==> config.mk <==
export PLATFORM = sky130hd
export DESIGN_NAME = page_region_reservation_table
export DESIGN_NICKNAME = d
export VERILOG_FILES = /design/src/sv/prrt_pkg.sv /design/src/sv/page_region_reservation_table.sv
export SDC_FILE = /design/constraint.sdc
export NUM_CORES = 2
export LEC_CHECK = 0
export ABC_CLOCK_PERIOD_IN_PS = 10600
export BUFFER_PORTS_ARGS = -buffer_cell sky130_fd_sc_hd__buf_4
export CORE_UTILIZATION = 35
export DETAILED_ROUTE_END_ITERATION = 10
export PLACE_DENSITY = 0.49
export SYNTH_ARGS = -nofsm -noshare
export SYNTH_HDL_FRONTEND = slang
export SYNTH_SLANG_ARGS = --single-unit
==> constraint.sdc <==
create_clock -name clk -period 10.6 [get_ports clk]
set_input_delay 1.06 -clock clk [delete_from_list [all_inputs] [get_ports clk]]
set_output_delay 1.06 -clock clk [all_outputs]
set_load 0.05 [all_outputs]
==> src/sv/prrt_pkg.sv <==
// prrt_pkg: shared types and constants for the page region reservation table
// item structs, command and status codes, default sizes
// no dependencies
package prrt_pkg;

    localparam int ADDR_W  = 48;
    localparam int PAGES_W = 20;
    localparam int STAT_W  = 2;

    localparam int DEF_MAX_REGIONS    = 16;
    localparam int DEF_PAGE_SIZE_LOG2 = 12;

    localparam logic [ADDR_W-1:0] ADDR_MAX = {ADDR_W{1'b1}};

    localparam logic CMD_CLAIM   = 1'b0;
    localparam logic CMD_CORRECT = 1'b1;

    localparam logic [STAT_W-1:0] ST_OK       = 2'd0;
    localparam logic [STAT_W-1:0] ST_CONFLICT = 2'd1;
    localparam logic [STAT_W-1:0] ST_FULL     = 2'd2;
    localparam logic [STAT_W-1:0] ST_SAT      = 2'd3;

    typedef struct packed {
        logic               command;
        logic [ADDR_W-1:0]  start_address;
        logic [PAGES_W-1:0] page_count;
    } req_t;

    typedef struct packed {
        logic               granted;
        logic [STAT_W-1:0]  status;
        logic [ADDR_W-1:0]  corrected_address;
    } rsp_t;

    typedef struct packed {
        logic [ADDR_W-1:0]  start;
        logic [PAGES_W-1:0] pages;
    } entry_t;

endpackage

==> src/sv/page_region_reservation_table.sv <==
// flow: an item is taken in S_IDLE; with stored regions, S_WALK reads the region memory,
// one entry read per cycle, and checks each entry; S_DONE then loads the result once the
// output is free (an empty table goes straight to S_DONE); the next item is taken only
// after the result of the last one is loaded, so a result held by rsp_ready stalls intake
// reset: asynchronous, clears the region count, the sequencer and the result valid;
// region memory contents are left as they are and never read before written
module page_region_reservation_table #(
    parameter int MAX_REGIONS    = prrt_pkg::DEF_MAX_REGIONS,
    parameter int PAGE_SIZE_LOG2 = prrt_pkg::DEF_PAGE_SIZE_LOG2
) (
    input  logic           clk,
    input  logic           rst_n,
    input  logic           req_valid,
    output logic           req_ready,
    input  prrt_pkg::req_t req,
    output logic           rsp_valid,
    input  logic           rsp_ready,
    output prrt_pkg::rsp_t rsp
);
    import prrt_pkg::*;

    localparam int IDX_W = (MAX_REGIONS > 1) ? $clog2(MAX_REGIONS) : 1;
    localparam int CNT_W = $clog2(MAX_REGIONS + 1);
    localparam int LEN_W = PAGES_W + PAGE_SIZE_LOG2;
    localparam int END_W = ((LEN_W > ADDR_W) ? LEN_W : ADDR_W) + 1;

    localparam logic [1:0] S_IDLE = 2'd0;
    localparam logic [1:0] S_WALK = 2'd1;
    localparam logic [1:0] S_DONE = 2'd2;

    // control
    logic [1:0]       state_reg, state_next;
    logic [CNT_W-1:0] idx_reg, idx_next;
    logic [CNT_W-1:0] count_reg, count_next;
    logic             pend_reg, pend_next;
    logic             flag_reg, flag_next;
    logic             rsp_valid_reg, rsp_valid_next;

    // payload
    logic              cmd_reg;
    logic [ADDR_W-1:0] addr_reg;
    logic [PAGES_W-1:0] pages_reg;
    logic [END_W-1:0]  new_end_reg;
    logic [ADDR_W-1:0] run_reg, run_next;
    rsp_t              rsp_reg, rsp_next;

    entry_t mem [MAX_REGIONS];
    entry_t rd_data_reg;

    logic             accept;
    logic             issue;
    logic             load_rsp;
    logic             mem_we;
    logic             full;
    logic [END_W-1:0] rd_len;
    logic [END_W-1:0] rd_end;
    logic [END_W-1:0] run_sum;
    logic             hit_claim;
    logic             hit_run;
    logic             over;

    assign req_ready = (state_reg == S_IDLE);
    assign accept    = req_valid && req_ready;
    assign issue     = (idx_reg != count_reg);
    assign full      = (count_reg == CNT_W'(MAX_REGIONS));

    assign rd_len  = END_W'(rd_data_reg.pages) << PAGE_SIZE_LOG2;
    assign rd_end  = END_W'(rd_data_reg.start) + rd_len;
    assign run_sum = END_W'(run_reg) + rd_len;
    assign over    = (run_sum > END_W'(ADDR_MAX));
    assign hit_run = (rd_data_reg.start == run_reg);
    // equal start, or the two byte ranges overlap
    assign hit_claim = (rd_data_reg.start == addr_reg)
                    || ((END_W'(addr_reg) < rd_end) && (END_W'(rd_data_reg.start) < new_end_reg));

    always_comb
    begin
        state_next     = state_reg;
        idx_next       = idx_reg;
        count_next     = count_reg;
        pend_next      = 1'b0;
        flag_next      = flag_reg;
        run_next       = run_reg;
        rsp_valid_next = rsp_valid_reg && !rsp_ready;
        load_rsp       = 1'b0;
        mem_we         = 1'b0;
        case (state_reg)
            S_IDLE:
            begin
                if (req_valid)
                begin
                    idx_next   = '0;
                    flag_next  = 1'b0;
                    run_next   = req.start_address;
                    state_next = (count_reg == '0) ? S_DONE : S_WALK;
                end
            end
            S_WALK:
            begin
                pend_next = issue;
                if (issue)
                begin
                    idx_next = idx_reg + 1'b1;
                end
                if (pend_reg)
                begin
                    if (cmd_reg == CMD_CLAIM)
                    begin
                        if (hit_claim)
                        begin
                            flag_next = 1'b1;
                        end
                    end
                    else if (hit_run)
                    begin
                        if (over)
                        begin
                            run_next  = ADDR_MAX;
                            flag_next = 1'b1;
                        end
                        else
                        begin
                            run_next = run_sum[ADDR_W-1:0];
                        end
                    end
                end
                // last read is consumed in this cycle
                if (!issue)
                begin
                    state_next = S_DONE;
                end
            end
            S_DONE:
            begin
                if (!rsp_valid_reg || rsp_ready)
                begin
                    load_rsp       = 1'b1;
                    rsp_valid_next = 1'b1;
                    state_next     = S_IDLE;
                    if ((cmd_reg == CMD_CLAIM) && !flag_reg && !full)
                    begin
                        mem_we     = 1'b1;
                        count_next = count_reg + 1'b1;
                    end
                end
            end
            default:
            begin
                state_next = S_IDLE;
            end
        endcase
    end

    always_comb
    begin
        rsp_next = '0;
        if (cmd_reg == CMD_CLAIM)
        begin
            rsp_next.granted = !flag_reg && !full;
            if (flag_reg)
            begin
                rsp_next.status = ST_CONFLICT;
            end
            else if (full)
            begin
                rsp_next.status = ST_FULL;
            end
            else
            begin
                rsp_next.status = ST_OK;
            end
        end
        else
        begin
            rsp_next.status            = flag_reg ? ST_SAT : ST_OK;
            rsp_next.corrected_address = run_reg;
        end
    end

    always_ff @(posedge clk or negedge rst_n)
    begin
        if (!rst_n)
        begin
            state_reg     <= S_IDLE;
            idx_reg       <= '0;
            count_reg     <= '0;
            pend_reg      <= 1'b0;
            flag_reg      <= 1'b0;
            rsp_valid_reg <= 1'b0;
        end
        else
        begin
            state_reg     <= state_next;
            idx_reg       <= idx_next;
            count_reg     <= count_next;
            pend_reg      <= pend_next;
            flag_reg      <= flag_next;
            rsp_valid_reg <= rsp_valid_next;
        end
    end

    always_ff @(posedge clk)
    begin
        run_reg <= run_next;
        if (accept)
        begin
            cmd_reg     <= req.command;
            addr_reg    <= req.start_address;
            pages_reg   <= req.page_count;
            new_end_reg <= END_W'(req.start_address) + (END_W'(req.page_count) << PAGE_SIZE_LOG2);
        end
        if (load_rsp)
        begin
            rsp_reg <= rsp_next;
        end
    end

    // region memory, one read port registered, one write port
    always_ff @(posedge clk)
    begin
        if (mem_we)
        begin
            mem[count_reg[IDX_W-1:0]] <= '{start: addr_reg, pages: pages_reg};
        end
        if ((state_reg == S_WALK) && issue)
        begin
            rd_data_reg <= mem[idx_reg[IDX_W-1:0]];
        end
    end

    assign rsp_valid = rsp_valid_reg;
    assign rsp       = rsp_reg;

endmodule

* Yosys cells after proc, flatten, opt, wreduce, memory -nomap -nowiden *
Memories as Yosys holds them, arrays and structs flattened. A register that Yosys moved wholly into a read port is not among the register bits.
Index checks and enable logic that the tools add are counted.

operators by class
  add/subtract/negate cells = 5
  order comparisons = 3
  equality and inequality tests = 16
  mux-type cells = 35
  bitwise operators = 1
  reductions and logical operators = 21

operators by type and width
  operator                                                          count
  two-way mux 48 bit                                                5
  adder 48 x 32 -> 49 bit                                           3
  less-than comparator 48 x 49 -> 1 bit                             2
  equality test 48 bit                                              2
  case mux 48 bit (2 select lines)                                  1
  greater-than comparator 49 x 48 -> 1 bit (second input constant)  1
  two-way mux 1 bit                                                 16
  two-way mux 2 bit                                                 8
  inequality test 2 bit (second input constant)                     7
  adder 5 x 1 -> 5 bit (second input constant)                      2
  two-way mux 5 bit                                                 2
  case mux 5 bit (2 select lines)                                   1
  inequality test 3 bit (second input constant)                     3
  AND reduction 3 bit                                               3
  logical AND 1 bit                                                 7
  case mux 2 bit (3 select lines)                                   1
  AND reduction 6 bit                                               1
  equality test 5 bit (second input constant)                       1
  logical NOT 5 bit                                                 1
  inequality test 5 bit                                             1
  AND reduction 5 bit                                               1
  logical NOT 1 bit                                                 4
  equality test 2 x 1 -> 1 bit (second input constant)              1
  equality test 2 bit (second input constant)                       1
  other kinds (5)                                                   6

word-level totals
  register bits after elaboration = 232
  memory bits (writable) = 1088
  input port bits = 73
  output and inout bits = 53
  memories = 1

memory list
  name  depth  width  rd ports  clocked after Yosys merged registers in  write ports  line                                 RTL
  mem   16     68     1         1                                        1            page_region_reservation_table.sv:47  entry_t mem [MAX_REGIONS];

* Logic depth before layout (Yosys ltp) *
  depth after elaboration = 8
  gate-level depth with buffers = 19
  depth with buffers taken out = 19

* Worst setup path after synthesis *
OpenSTA, ideal clock, no wires.

  kind = input to register
  start = input rsp_ready
  end = memory mem[3][0] (netlist name) (enable)
  setup time = 0.662 ns
  data arrival time = 10.435 ns
  required time = 9.938 ns
  slack = -0.497 ns
  cell stages on the path = 4
  path buffers = 0
  cell sequence = nor2b_1 nor2_1 nand2_1 nor4_1

on the way
  cells in the longest elaborated chain, start to end = 5

ends and longest elaborated chain
  what                                     line                                  RTL
  start, declared                          page_region_reservation_table.sv:17   input logic rsp_ready,
  logical OR 1 bit                         page_region_reservation_table.sv:135  if (!rsp_valid_reg || rsp_ready)
  two-way mux 1 bit                        page_region_reservation_table.sv:135
  two-way mux 1 bit                        page_region_reservation_table.sv:87   case (state_reg)
  two-way mux 1 bit                        page_region_reservation_table.sv:221  if (mem_we)
  two-way mux 1 bit (implied by the code)  page_region_reservation_table.sv:223  mem[count_reg[IDX_W-1:0]] <= '{start: addr_reg, pages: pages_reg};
  end, declared                            page_region_reservation_table.sv:47

Every way passes these cells.

* Worst setup path in the final report *
  start = register rd_data_reg[37] (netlist name)
  end = register flag_reg

on the way
  cells in the longest elaborated chain, start to end = 6

ends and longest elaborated chain
  what                                   line                                  RTL
  adder 48 x 32 -> 49 bit                page_region_reservation_table.sv:68   assign rd_end = END_W'(rd_data_reg.start) + rd_len;
  less-than comparator 48 x 49 -> 1 bit  page_region_reservation_table.sv:74   || ((END_W'(addr_reg) < rd_end) && (END_W'(rd_data_reg.start) < new_end_reg));
  logical AND 1 bit                      page_region_reservation_table.sv:74
  logical OR 1 bit                       page_region_reservation_table.sv:74
  inequality test 3 bit (no line)        --
  AND reduction 6 bit (no line) *        --
  end signal, assigned                   page_region_reservation_table.sv:197  flag_reg <= flag_next;
  end, declared                          page_region_reservation_table.sv:36   logic flag_reg, flag_next;

Every way passes the cells marked *; elsewhere a longest branch is shown, timed or not.
A chain may end at the register's enable or synchronous reset.

==> summary.txt <==
Clock tree
  – Clock tree buffer depth: 3
  – Hold_buf cts: 0
  – Depth of the CTS H-tree: 4
  – CTS tree: built
  – Root Buffer: clkbuf_16
  – # clock sinks: ~1,400
  – CTS clk-pin slew, worst paths: 0.06 ns
  – CTS resizes: 0
  – Clk_lat worst skew: roughly 0.79 ns
  – Number of CTS-inserted buffers: 152
  – Post-CTS Setup Bufs: 0

STA
  – Unrepaired setup endpoints after global routing: false
  – Max Clk Rate: 0.2036 GHz
  – Hold_ws: approximately 0.15 ns
  – Hold Vio Cnt, Final: 0
  – Least-Margin Pin Slew: ~1.1 ns
  – Final min period: about 4.9 ns
  – Setup WS post-layout: roughly 5.7 ns
  – Total Neg Setup Slack: 0 ns
  – Period utilization: roughly 46%
  – Slew Limit Fails: 0
  – Normalized max-slew margin: between 20% and 30%
  – # setup viols final: 0
  – Clk_skew: roughly 0.04 ns

Global routing
  – Global-route wire length before repair: between 200,000 and 250,000 microns
  – Vias in the first global route: between 30,000 and 40,000
  – Antenna violations before repair: 9
  – Tot GR Track Use: approximately a fifth
  – Congestion Overflow GR: 0
  – Pin count of the biggest net entering global routing: around 120

Routing
  – DR pass1 iterations: 5
  – Vias per cell: 5.457
  – # DRC: 0
  – Via Count: 30,070
  – Drt wl/cell: roughly 31 microns
  – WL final: about 170,000 microns
  – DR iter-0 viols: roughly 2,600
  – Routed Antenna Nets: 0

Setup path
  – CP max FO: 8
  – Register-to-Register Path Depth: 17
  – Kind of critical path: flop to flop
  – Crit. End Element: flop
  – RR Startpoint: rd_data_reg[37]
  – Reg-to-reg endpoint: flag_reg
  – Crit path DAT: 5.58 ns
  – Worst setup SP type: flop
  – Critical Path RT: 11.26 ns
  – Worst R2R Setup Slack: 5.69 ns

Floorplanning
  – Core area: 163,000 sq um
  – Initial Util: roughly a third
  – Top-level I/O count: roughly 130
  – Die area: 166,000 sq um
  – Die Width: between 400 and 500 microns
  – Num rows: 148
  – Die Y: slightly above 400 microns

Power
  – Clock share of power: approximately 28%
  – NetSw: about 6.4 mW
  – Leak: between 20 and 25 nW
  – Design internal power: about 12 mW
  – Tot Pwr: 18.53 mW
  – Pwr dens: 280.1 nW/um^2
  – Gate power share: 31.1%
  – Flop pwr share: between 40% and 50%
  – Max VDD drop: 0.2110 mV
  – Switching share of power: approximately 34%

Synthesis
  – Number of enable flip-flop cells after synthesis: ~1,400
  – Post-Synth XOR/XNOR Area: 2.802%
  – Synthesized area: between 50,000 and 60,000 sq um
  – Compound-gate portion of the synthesized area: between 3 and 4%
  – Net Count, Synth: about 3,200
  – Sequential-to-total area share from yosys stat: ~72%
  – Top_reg_cell synth: edfxtp_1
  – Area share of fa/ha/maj cells after synthesis: 3.606%
  – Avg Inst Size Synth: roughly 19 sq um
  – Multiplexer share of the synthesized area: 13.38%
  – Synth Instances: approximately 3,000
  – Synthesis warning total: 0
  – FFs w/ async S/R, synth: under 10%
  – Largest family of logic cells by synthesized area: multiplexers
  – Area share of the largest cell type after synthesis: 71.05%
  – Simple-gate share of the synthesized area: between 3 and 4%
  – FF+latch count, synth: approximately 1,400
  – Top cells by area, synth: edfxtp_1, mux4_2, ha_1
  – Distinct cell type count after synthesis: 63
  – Yosys top cell by area: edfxtp_1

Cells and area
  – Most frequent cells in the layout: edfxtp_1, mux4_2, buf_4
  – Max reg flops: between 1,000 and 1,500
  – Final Non-Filler Cells: around 5,500
  – Leading cell type in the layout, fill and taps excluded: edfxtp_1
  – Layout cells sized above 1: around 23%
  – Design area: between 60,000 and 70,000 sq um
  – Final nets: 3,451
  – Final Core Density: between 40% and 50%
  – Area Overhead vs Synth: 15.03%

Place
  – Cell Area, Placed: approximately 61,000 sq um
  – Buffers on Ports: between 100 and 150
  – Routability Congestion: around 0.9
  – Pre-CTS WS: approximately 5.5 ns
  – DP Wirelength: ~110,000 microns
  – Placed Instances: around 5,200

Job
  – Max Cap Viol: 0

Outcome
  – Status: completed

Min path
  – HP Class: input port to async pin
==> cell families after synthesis <==
kind of cell | after synthesis
fa+ha+maj | 164
simple gates | 433
flops | 1376
xor+xnor | 184
compound gates | 299
mux | 344
buf+inv | 198
==> worst max-delay path by stage <==
stage / startpoint / endpoint / slack [ns] / depth (start not counted)
6_report: rd_data_reg[37] / flag_reg / 5.69 / 17
5_1_grt: rd_data_reg[32] / flag_reg / 5.37 / 19
4_1_cts: rd_data_reg[37] / flag_reg / 5.69 / 17
3_5_place_dp: rsp_ready / mem[13][28] / 5.48 / 8
3_3_place_gp: rsp_ready / mem[12][20] / 5.57 / 8
2_1_floorplan: rsp_ready / mem[3][0] / -0.50 / 4
==> final cells by class <==
cell class              instances  area, sq um
fillers                     14660        96790
inverters                      94        357.8
diodes                          3        7.507
clock buffers                 186         3974
well taps                    2175         2721
multi-input cells            1424        15610
repair buffers                166         1271
flip-flops and latches       1376        41260
clock inverters                86        972.2
==> critical path, cell delays in order (launching register included) <==
cell and delay, ns:
edfxtp_1 0.50, ha_1 0.41, a21o_1 0.26, o2bb2ai_1 0.14
a211o_1 0.34, o31a_1 0.33, a21o_1 0.22, a311o_1 0.42
nand3_1 0.16, xor2_1 0.15, ha_1 0.26, a21o_1 0.18
a211o_1 0.32, a211oi_1 0.35, nand4_1 0.14, nor3_1 0.18
o21ai_0 0.13, a311oi_1 0.29
==> cell usage after synthesis, drive strengths merged, types with 56 or more instances <==
| cell | n |
|---|---|
| xor2 | 125 |
| ha | 161 |
| clkbuf | 71 |
| xnor2 | 59 |
| and2 | 56 |
| nor2 | 86 |
| edfxtp | 1361 |
| nand2 | 93 |
| mux4 | 340 |
| o21ai | 59 |
| inv | 94 |
| a21oi | 93 |
==> per-layer routing <==
layer | vias up | routed length (microns) | track usage (%)
met4 | 4 | 4135 | 5.484
met1 | 16320 | 75690 | 29.00
met2 | 921 | 83520 | 33.73
met5 | - | 24 | 0
met3 | 215 | 8762 | 3.140
li1 | 12610 | - | -
==> power groups by stage <==
stage	clock network (mW)	registers (mW)	logic, mW
after floorplan	0	7.17	4.04
after global placement	0	7.62	5.77
after detailed placement	0	7.65	5.77
after CTS	5.33	7.54	5.82
after global routing	5.53	7.58	6.24
final	5.23	7.53	5.77
No activity file was read; power rests on OpenSTA's default activity.
